===== src/sv/hex_to_spiral_index_assert.svh =====
// Assertion macros shared by the spiral index converter.
`ifndef HEX_TO_SPIRAL_INDEX_ASSERT_SVH
`define HEX_TO_SPIRAL_INDEX_ASSERT_SVH

// Same-cycle implication, sampled on the rising clock edge outside reset.
`define H2S_ASSERT_IMPLY(name, ante, cons, msg) \
   name: assert property (@(posedge clock) disable iff (reset) (ante) |-> (cons)) \
      else $error(msg);

// Implication with a fixed number of cycles between cause and effect.
`define H2S_ASSERT_AFTER(name, ante, cycles, cons, msg) \
   name: assert property (@(posedge clock) disable iff (reset) \
      (ante) |-> ##cycles (cons)) else $error(msg);

`endif


===== src/sv/h2s_pkg.sv =====
// Types and constants shared by the spiral index converter modules.
package h2s_pkg;

   // Division by three as a multiply by ceil(2^13 / 3) and a shift by 13.
   localparam int DIV3_RECIP = 2731;
   localparam int DIV3_SHIFT = 13;

   // Cycles from an accepted transaction to its result strobe.
   localparam int LATENCY = 4;

   typedef enum logic [2:0] {
      SEC_0 = 3'd0,
      SEC_1 = 3'd1,
      SEC_2 = 3'd2,
      SEC_3 = 3'd3,
      SEC_4 = 3'd4,
      SEC_5 = 3'd5
   } sector_type;

   // First stage: folded magnitude of x and its scaled product.
   typedef struct packed {
      logic               neg_x;
      logic [12:0]        ax;
      logic [24:0]        prod;
      logic signed [11:0] y;
   } fold_type;

   // Second stage: sector, ring and step before the range check.
   typedef struct packed {
      logic       bad;
      sector_type sec;
      logic [10:0] ring;
      logic [10:0] step;
   } polar_type;

endpackage


===== src/sv/h2s_fold.sv =====
// Input stage: takes a transaction, folds x to a magnitude and scales it by 1/3.
module h2s_fold (
   input  logic               clock,
   input  logic               reset,
   input  logic               start,
   input  logic signed [12:0] hex_x,
   input  logic signed [11:0] hex_y,
   output logic               busy,
   output logic               valid,
   output h2s_pkg::fold_type  fold
);
   import h2s_pkg::*;

   logic     busy_ff;
   logic     valid_ff;
   fold_type fold_ff;
   fold_type fold_in;
   logic [12:0] ax;

   assign ax = hex_x[12] ? 13'(-hex_x) : 13'(hex_x);

   always_comb begin
      fold_in.neg_x = hex_x[12];
      fold_in.ax    = ax;
      fold_in.prod  = 25'(ax) * 25'(DIV3_RECIP);
      fold_in.y     = hex_y;
   end

   // The pipeline never stalls, so busy is high only during reset and the cycle after it.
   always_ff @(posedge clock) begin
      if (reset) begin
         busy_ff  <= 1'b1;
         valid_ff <= 1'b0;
      end else begin
         busy_ff  <= 1'b0;
         valid_ff <= start && !busy_ff;
      end
      fold_ff <= fold_in;
   end

   assign busy  = busy_ff;
   assign valid = valid_ff;
   assign fold  = fold_ff;

endmodule


===== src/sv/h2s_sector.sv =====
// Second stage: column, divisibility check, sector choice, ring and step.
module h2s_sector (
   input  logic               clock,
   input  logic               reset,
   input  logic               valid_in,
   input  h2s_pkg::fold_type  fold,
   output logic               valid,
   output h2s_pkg::polar_type polar
);
   import h2s_pkg::*;

   logic               valid_ff;
   polar_type          polar_ff;
   polar_type          polar_in;
   logic [10:0]        qm;
   logic [12:0]        rem;
   logic signed [11:0] q_pos;
   logic signed [11:0] q;
   logic signed [11:0] nq;
   logic signed [11:0] y;
   logic [11:0]        ay;
   logic [12:0]        sum_a;
   logic [11:0]        diff_a;
   logic signed [12:0] s;
   logic [11:0]        as;
   logic               origin;
   sector_type         sec;

   assign qm     = fold.prod[DIV3_SHIFT +: 11];
   assign rem    = fold.ax - 13'(13'(qm) * 13'd3);
   assign q_pos  = $signed({1'b0, qm});
   assign q      = fold.neg_x ? -q_pos : q_pos;
   assign nq     = -q;
   assign y      = fold.y;
   assign ay     = y[11] ? 12'(-y) : 12'(y);
   assign sum_a  = 13'(ay) + 13'(qm);
   assign diff_a = ay - 12'(qm);
   assign s      = 13'(q) + 13'(y);
   assign as     = s[12] ? 12'(-s) : 12'(s);

   always_comb begin
      origin = 1'b0;
      if (q > 12'sd0) begin
         if (y >= q)       sec = SEC_0;
         else if (y < nq)  sec = SEC_4;
         else              sec = SEC_5;
      end else if (q < 12'sd0) begin
         if (y > nq)       sec = SEC_1;
         else if (y <= q)  sec = SEC_3;
         else              sec = SEC_2;
      end else begin
         if (y > 12'sd0)      sec = SEC_1;
         else if (y < 12'sd0) sec = SEC_4;
         else begin
            sec    = SEC_0;
            origin = 1'b1;
         end
      end
   end

   // In sectors 0, 1, 3 and 4 the y magnitude is never below the column
   // magnitude, so the truncating halves reduce to right shifts.
   always_comb begin
      polar_in.bad = (rem != 13'd0);
      polar_in.sec = sec;
      case (sec) inside
         SEC_1, SEC_4: begin
            polar_in.ring = sum_a[11:1];
            polar_in.step = qm;
         end
         SEC_0, SEC_3: begin
            polar_in.ring = sum_a[11:1];
            polar_in.step = diff_a[11:1];
         end
         SEC_2, SEC_5: begin
            polar_in.ring = qm;
            polar_in.step = as[11:1];
         end
         default: begin
            polar_in.ring = 11'd0;
            polar_in.step = 11'd0;
         end
      endcase
      if (origin) begin
         polar_in.ring = 11'd0;
         polar_in.step = 11'd0;
      end
   end

   always_ff @(posedge clock) begin
      if (reset) begin
         valid_ff <= 1'b0;
      end else begin
         valid_ff <= valid_in;
      end
      polar_ff <= polar_in;
   end

   assign valid = valid_ff;
   assign polar = polar_ff;

endmodule


===== src/sv/h2s_index.sv =====
// Last two stages: ring range check, ring products and the spiral index sum.
module h2s_index #(
   parameter int MAX_RADIUS = 1023
) (
   input  logic               clock,
   input  logic               reset,
   input  logic               valid_in,
   input  h2s_pkg::polar_type polar,
   output logic               valid,
   output logic [21:0]        spiral_index,
   output logic [2:0]         sector,
   output logic [9:0]         ring_step,
   output logic [9:0]         ring,
   output logic               bad_input
);
   import h2s_pkg::*;

   // Third stage registers.
   logic        s3_valid_ff;
   logic        s3_bad_ff;
   logic        s3_zero_ff;
   logic [2:0]  s3_sec_ff;
   logic [10:0] s3_ring_ff;
   logic [10:0] s3_step_ff;
   logic [21:0] s3_rr_ff;
   logic [13:0] s3_sr_ff;
   logic        over;

   // Output registers.
   logic        valid_ff;
   logic [21:0] index_ff;
   logic [21:0] index_in;
   logic [2:0]  sector_ff;
   logic [9:0]  step_ff;
   logic [9:0]  ring_ff;
   logic        bad_ff;
   logic [21:0] idx_sum;

   assign over = 16'(polar.ring) > 16'(MAX_RADIUS);

   always_ff @(posedge clock) begin
      if (reset) begin
         s3_valid_ff <= 1'b0;
      end else begin
         s3_valid_ff <= valid_in;
      end
      s3_bad_ff  <= polar.bad || over;
      s3_zero_ff <= (polar.ring == 11'd0);
      s3_sec_ff  <= 3'(polar.sec);
      s3_ring_ff <= polar.ring;
      s3_step_ff <= polar.step;
      s3_rr_ff   <= 22'(polar.ring) * 22'(polar.ring - 11'd1);
      s3_sr_ff   <= 14'(polar.sec) * 14'(polar.ring);
   end

   // The index wraps to its field width, which matches taking the full sum.
   assign idx_sum  = 22'd1 + (s3_rr_ff * 22'd3) + 22'(s3_sr_ff) + 22'(s3_step_ff);
   assign index_in = s3_zero_ff ? 22'd0 : idx_sum;

   always_ff @(posedge clock) begin
      if (reset) begin
         valid_ff <= 1'b0;
      end else begin
         valid_ff <= s3_valid_ff;
      end
      if (s3_bad_ff) begin
         index_ff  <= 22'd0;
         sector_ff <= 3'd0;
         step_ff   <= 10'd0;
         ring_ff   <= 10'd0;
         bad_ff    <= 1'b1;
      end else begin
         index_ff  <= index_in;
         sector_ff <= s3_sec_ff;
         step_ff   <= s3_step_ff[9:0];
         ring_ff   <= s3_ring_ff[9:0];
         bad_ff    <= 1'b0;
      end
   end

   assign valid        = valid_ff;
   assign spiral_index = index_ff;
   assign sector       = sector_ff;
   assign ring_step    = step_ff;
   assign ring         = ring_ff;
   assign bad_input    = bad_ff;

endmodule


===== src/sv/hex_to_spiral_index.sv =====
// Top level of the hex coordinate to spiral index converter.
//
//   port group   direction  handshake            payload
//   req_         in         start high, busy low  req_hex_x, req_hex_y
//   rsp_         out        rsp_valid strobe      rsp_spiral_index, rsp_sector,
//                                                 rsp_ring_step, rsp_ring,
//                                                 rsp_bad_input
//
// One transaction can be taken on every clock while busy is low; four register
// stages lie between the accepting edge and the result strobe.
// The stage split follows the divide-by-three multiply and the ring product
// multiply, each followed by a register.
// Synchronous reset empties the pipeline and holds busy high through the cycle after it.
// The receiver cannot stall, so busy never rises outside reset.
module hex_to_spiral_index #(
   parameter int MAX_RADIUS = 1023
) (
   input  logic               clock,
   input  logic               reset,
   input  logic               start,
   output logic               busy,
   input  logic signed [12:0] req_hex_x,
   input  logic signed [11:0] req_hex_y,
   output logic               rsp_valid,
   output logic [21:0]        rsp_spiral_index,
   output logic [2:0]         rsp_sector,
   output logic [9:0]         rsp_ring_step,
   output logic [9:0]         rsp_ring,
   output logic               rsp_bad_input
);
   import h2s_pkg::*;

   `include "hex_to_spiral_index_assert.svh"

   logic      fold_valid;
   fold_type  fold;
   logic      polar_valid;
   polar_type polar;

   h2s_fold u_fold (
      .clock (clock),
      .reset (reset),
      .start (start),
      .hex_x (req_hex_x),
      .hex_y (req_hex_y),
      .busy  (busy),
      .valid (fold_valid),
      .fold  (fold)
   );

   h2s_sector u_sector (
      .clock    (clock),
      .reset    (reset),
      .valid_in (fold_valid),
      .fold     (fold),
      .valid    (polar_valid),
      .polar    (polar)
   );

   h2s_index #(
      .MAX_RADIUS (MAX_RADIUS)
   ) u_index (
      .clock        (clock),
      .reset        (reset),
      .valid_in     (polar_valid),
      .polar        (polar),
      .valid        (rsp_valid),
      .spiral_index (rsp_spiral_index),
      .sector       (rsp_sector),
      .ring_step    (rsp_ring_step),
      .ring         (rsp_ring),
      .bad_input    (rsp_bad_input)
   );

   `H2S_ASSERT_AFTER(a_result_follows, start && !busy, LATENCY, rsp_valid,
      "accepted transaction produced no result")
   `H2S_ASSERT_IMPLY(a_result_has_cause, rsp_valid, $past(start && !busy, LATENCY),
      "result strobe without an accepted transaction")
   `H2S_ASSERT_IMPLY(a_bad_clears_fields, rsp_valid && rsp_bad_input,
      rsp_spiral_index == 22'd0 && rsp_sector == 3'd0 &&
      rsp_ring_step == 10'd0 && rsp_ring == 10'd0,
      "rejected transaction carries nonzero fields")

endmodule

===== config.mk =====
export PLATFORM = sky130hd
export DESIGN_NAME = hex_to_spiral_index
export DESIGN_NICKNAME = d
export VERILOG_FILES = /design/src/sv/h2s_pkg.sv /design/src/sv/h2s_fold.sv /design/src/sv/h2s_sector.sv /design/src/sv/h2s_index.sv /design/src/sv/hex_to_spiral_index.sv
export VERILOG_INCLUDE_DIRS = /design/src /design/src/sv
export SDC_FILE = /design/constraint.sdc
export NUM_CORES = 1
export LEC_CHECK = 0
export BUFFER_PORTS_ARGS = -buffer_cell sky130_fd_sc_hd__buf_4
export CAP_MARGIN = 20
export CORE_ASPECT_RATIO = 0.9
export CORE_UTILIZATION = 30
export DETAILED_ROUTE_END_ITERATION = 7
export GPL_TIMING_DRIVEN = 0
export PLACE_DENSITY_LB_ADDON = 0.12
export SYNTH_ARGS = -nofsm -noshare
export SYNTH_HDL_FRONTEND = slang
export SYNTH_SLANG_ARGS = --single-unit

===== constraint.sdc =====
create_clock -name clock -period 15.1 [get_ports clock]
set_input_delay 1.51 -clock clock [delete_from_list [all_inputs] [get_ports clock]]
set_output_delay 1.51 -clock clock [all_outputs]
set_load 0.1 [all_outputs]

# Word-level counts from Yosys, hierarchy flattened
# Cells that the tools add are included.
dict set report op_classes {
  n_addsub 13
  n_reduce_logical 10
  order_cmp 9
  muxes 21
  eq_ne 5
  multipliers 5
}
# op n
set op_table {}
lappend op_table {{2-to-1 mux 22 bit} 3}
lappend op_table {{2-to-1 mux 12 bit} 3}
lappend op_table {{negation 12 bit} 3}
lappend op_table {{greater-than comparator 12 x 1 -> 1 bit, second input constant} 2}
lappend op_table {{less-than comparator 12 x 1 -> 1 bit, second input constant} 2}
lappend op_table {{multiplier 13 x 12 -> 24 bit, second input constant} 1}
lappend op_table {{adder 1 x 22 -> 22 bit, first input constant} 1}
lappend op_table {{adder 22 x 11 -> 22 bit} 1}
lappend op_table {{adder 22 x 14 -> 22 bit} 1}
lappend op_table {{multiplier 11 x 22 -> 22 bit} 1}
lappend op_table {{multiplier 22 x 2 -> 22 bit, second input constant} 1}
lappend op_table {{2-to-1 mux 3 bit} 6}
lappend op_table {{multiplier 3 x 11 -> 14 bit} 1}
lappend op_table {{adder 12 x 12 -> 13 bit} 1}
lappend op_table {{multiplier 11 x 2 -> 13 bit, second input constant} 1}
lappend op_table {{2-to-1 mux 13 bit} 1}
lappend op_table {{negation 13 bit} 1}
lappend op_table {{nonzero test 13 bit} 1}
lappend op_table {{subtractor 13 bit} 1}
lappend op_table {{adder 12 x 11 -> 12 bit} 1}
lappend op_table {{>= comparator 12 bit} 1}
lappend op_table {{greater-than comparator 12 bit} 1}
lappend op_table {{<= comparator 12 bit} 1}
lappend op_table {{less-than comparator 12 bit} 1}
lappend op_table {{other kinds (14)} 26}
dict set report totals {
  in_bits 28
  reg_bits 189
  out_inout_bits 48
}

# Logic depth before layout (Yosys ltp)
dict set report depth {
  ltp_word 12
  mapped_depth 28
  depth_no_buf 26
}

# Cells and area by module
# A second synthesis with hierarchy kept.
dict set report unflattened {
  cells_unflattened 2100
  hier_area_um2 19422.4
}
# mod area_each_um2 cells_per_inst instances
set modules_own_cells {}
lappend modules_own_cells {h2s_index 9778.1 1009 1}
lappend modules_own_cells {h2s_sector 5139.9 648 1}
lappend modules_own_cells {h2s_fold 4504.3 443 1}

# Worst setup path after synthesis
# Ideal clock, no wire load.
dict set report synth_path {
  path_kind {in2reg}
  start {in req_hex_x[2]}
  end {reg u_fold.fold_ff (netlist bit u_fold.fold[35])}
  path_buffers 0
  arrival_ns 6.547
  setup_time_ns 0.121
  path_slack_ns 8.432
  stages 20
  path_cell_list {nor3_1 nand3_1 or2_2 o41ai_1 xnor2_1 ha_1 ha_1 inv_1 fa_1 inv_1 fa_1 fa_1 ha_1 o21ai_0 o31ai_1 a41oi_1 a221oi_1 a311o_1 a21oi_1 xnor2_1}
}
# element line_no
set synth_lines {}
lappend synth_lines {{start, declared} hex_to_spiral_index.sv:22} ;# input logic signed [12:0] req_hex_x,
lappend synth_lines {{end signal, assigned} h2s_fold.sv:38} ;# fold_ff <= fold_in;
lappend synth_lines {{end, declared} h2s_fold.sv:16} ;# fold_type fold_ff;

# Worst setup path after layout
dict set report layout_path {
  start {reg u_sector.polar_ff (netlist bit u_sector.polar[11])}
  end {reg u_index.s3_rr_ff[20]}
}
dict set report layout_via {
  elab_chain_cells 2
}
# element line_no
set layout_lines {}
lappend layout_lines {{start, declared} h2s_sector.sv:13} ;# polar_type polar_ff;
lappend layout_lines {{start signal, assigned} h2s_sector.sv:96} ;# polar_ff <= polar_in;
lappend layout_lines {{subtractor 11 x 1 -> 12 bit} h2s_index.sv:52} ;# s3_rr_ff <= 22'(polar.ring) * 22'(polar.ring - 11'd1);
lappend layout_lines {{multiplier 11 x 22 -> 22 bit *} h2s_index.sv:52}
lappend layout_lines {{end signal, assigned} h2s_index.sv:52}
lappend layout_lines {{end, declared} h2s_index.sv:25} ;# logic [21:0] s3_rr_ff;
# Every way passes the cells marked *; elsewhere a longest branch is shown, timed or not.
# A chain may end at the register's enable or synchronous reset.

==> run metrics <==
Iteration-0 DRC Markers roughly 400; Post-route DRC 0; complex-gate fraction of the synthesized area 10.2%; Clk pin slew, worst setup/hold paths around 80 ps; WP data arrival around 8100 ps; final setup TNS 0 ps; CP startpoint kind register; sequential-to-total area share from yosys stat a little under a fifth; Hold Vio Cnt, Final 0; Routed WL ~45,000 um; top sig layer met4; Pre-antenna DRT Iters 5; GP Congestion slightly above 0.8; met2 WL between 20,000 and 25,000 um; final critical-path required period between 7000 and 8000 ps; multiplexer area fraction after synthesis less than 1%; vias in the first global route 13,900; met3 routed WL 1040 um; CTS Buf Count 17; main combinational cell family by area after synthesis adder cells; nets roughly 2,600; worst-skew pair later-pin latency between 400 and 500 ps; Max-Cap Viols 0; reg2reg start u_sector.polar[11]; H-tree depth 4; Avg Inst Size Synth slightly above 9 um^2; DR vias between 10,000 and 15,000; crit path from u_sector.polar[11]; most frequent cells in the layout inv_1 (376), ha_1 (271), fa_1 (211); r2r setup slk roughly 7400 ps; CP Data Required Time between 15,000 and 20,000 ps; number of flops mapped to enable cells by yosys 0; fmax around 0.13 GHz; Final ANT Viol Nets 0; post-synth cell types 90; CTS tree built; Slew HR approximately 25%; period utilization 50.9%; FF-to-FF path depth 25; DIE HEIGHT about 240 um; synthesized area between 15,000 and 20,000 um^2; I/O Pins 76; Clock Sinks between 150 and 200; DR vias/cell 4.49; worst slew pin tran 1110 ps; IO Port Bufs 75; post-detail-place hpwl just under 40,000 um; setup bufs post-CTS 0; CP Capture Point u_index.s3_rr_ff[20]; max-slew violation count 0; grt ovf 0; FF-to-FF End u_index.s3_rr_ff[20]; core area about 61,000 um^2; Critical Path Sink Type register; Post-Synth Adder-Cell Area between 40% and 50%; first-pass GRT wire length 74,200 um; Layout area overhead 12.1%; routed length on met1 22,700 um; final number of setup-violating endpoints 0; initial antenna violation count 0; Max FO, Critical Path 11; Most used DFF post-synth dfxtp_1; Clock Path Buffers 2; Post-CTS Hold Fix Bufs 0; synth warn 0; row cnt between 80 and 90; Routed WL per cell 15.5 um; kind of critical path reg2reg; Diodes inserted 0; largest net degree at the start of global routing 18; status complete, no violations; xor/xnor share of the synthesized area about 6.9%; RSZ-0062 raised after global routing false; gr usage total between 15 and 20%; die width ~260 um; die area about 63,000 um^2; CTS-repair resized insts 0; CTS root buf clkbuf_16; commonest non-fill, non-tap cell in the layout inv_1; Fill cells 6,392; Worst Hold Class reg2reg; Post-Synth Simple-Gate Area approximately 15%; Mapped Cells between 2,000 and 2,500; Layout Skew around 17 ps; layout cells sized above 1 7.00%; initial core utilization 30.4%; async set-reset flop share out of synthesis 0%; Synth Register Bits about 180
==> layer usage <==
metal | GRT usage (%) | vias to the layer above
li1 | - | 6676
met1 | 20.2 | 6329
met2 | 25.5 | 149
met3 | 1.99 | 29
met4 | 4.36 | 0
met5 | 0 | -
==> cell type report <==
type,count,area [um^2],area share (%)
Multi-Input combinational cell,1449,13700,65.5
Sequential cell,175,3500,16.8
Inverter,379,1420,6.80
Tap cell,792,991,4.74
Timing Repair Buffer,75,563,2.69
Clock buffer,20,467,2.23
Buffer,34,153,0.730
Clock inverter,12,119,0.569
==> logic make-up after synthesis <==
logic type	count (synthesis)
AOI/OAI and AO/OA	272
xor gates and xnor gates	143
adders and majority gates	482
buffers and inverters	413
DFF	175
muxes	5
other	2
and+or+nand+nor	513
==> state kept, by name, indices dropped and copies added (netlist names), 10 cells and up <==
name                  count
u_fold.fold              37
u_sector.polar           26
u_index.spiral_index     22
u_index.s3_rr_ff         21
u_index.s3_sr_ff         14
u_index.s3_step_ff       11
u_index.ring             10
u_index.ring_step        10
u_index.s3_ring_ff       10
==> Yosys cell counts, drive strengths merged (4+ instances only) <==
master,n,share of area [%]
inv,377,7.6
ha,271,18
fa,211,23
dfxtp,175,19
nand2,112,2.3
nor2,110,2.2
xnor2,109,5.3
nor2b,89,3.0
a21oi,61,1.6
o21ai,55,1.5
nand2b,54,1.9
nor3,34,0.91
xor2,34,1.6
clkbuf,29,0.64
nand3,24,0.64
a21o,22,0.89
and2,21,0.71
o21a,17,0.68
o31ai,13,0.52
or3,13,0.44
a211oi,12,0.48
a31oi,9,0.34
or2,9,0.30
a21boi,8,0.32
nand4,8,0.27
o211ai,8,0.32
o21bai,8,0.32
nor4,7,0.32
o22ai,7,0.27
a22oi,6,0.24
nand3b,6,0.24
a22o,5,0.23
and3,5,0.20
buf,5,0.17
or4,5,0.20
a2111oi,4,0.49
a41o,4,0.21
o41ai,4,0.19
==> worst min-delay path by stage <==
| stage | start | slack [ps] | depth (start not counted) | to |
|---|---|---|---|---|
| floorplan | u_sector.polar[0] | 310 | 0 | u_index.s3_step_ff[0] |
| global route | u_sector.polar[3] | 350 | 0 | u_index.s3_step_ff[3] |
| global placement | u_sector.polar[2] | 320 | 0 | u_index.s3_step_ff[2] |
| finish | u_sector.polar[1] | 330 | 0 | u_index.s3_step_ff[1] |
| detailed placement | u_sector.polar[1] | 320 | 0 | u_index.s3_step_ff[1] |
| CTS | u_sector.polar[1] | 340 | 0 | u_index.s3_step_ff[1] |
==> worst max-delay path, cell delays in order (launching register included) <==
cell and delay [ps]:
dfxtp_1 460, inv_1 130, clkbuf_1 490, ha_1 240
inv_1 50, nor3_1 570, nand2_1 120, ha_1 470
nand2b_1 230, fa_1 550, fa_1 450, fa_1 510
inv_1 60, fa_1 530, inv_1 50, fa_1 530
inv_1 40, ha_1 320, or2_2 320, o31a_1 120
o211ai_1 120, o21ai_0 200, o41a_1 380, a41o_1 280
o211ai_1 220, xnor2_1 140
==> per-stage QoR <==
| stage | std cells | worst slack [ps] | area (um^2) | hold slack [ps] | util [%] |
|---|---|---|---|---|---|
| after floorplan | 2037 | 8430 | 18800 | 310 | - |
| final | 2936 | 7410 | 20900 | 335 | 34.1 |
| after detailed placement | 2904 | 7130 | 20300 | 322 | 33.1 |
| after global routing | 2936 | 7040 | 20900 | 349 | 34.1 |
| after global placement | 2904 | 7130 | 20300 | 318 | 33.1 |
| after CTS | 2936 | 7330 | 20900 | 339 | 34.1 |
Power is left out: the tool's default activity adds up to more than one toggle a clock period on the data nets, which glitch-free logic cannot reach.
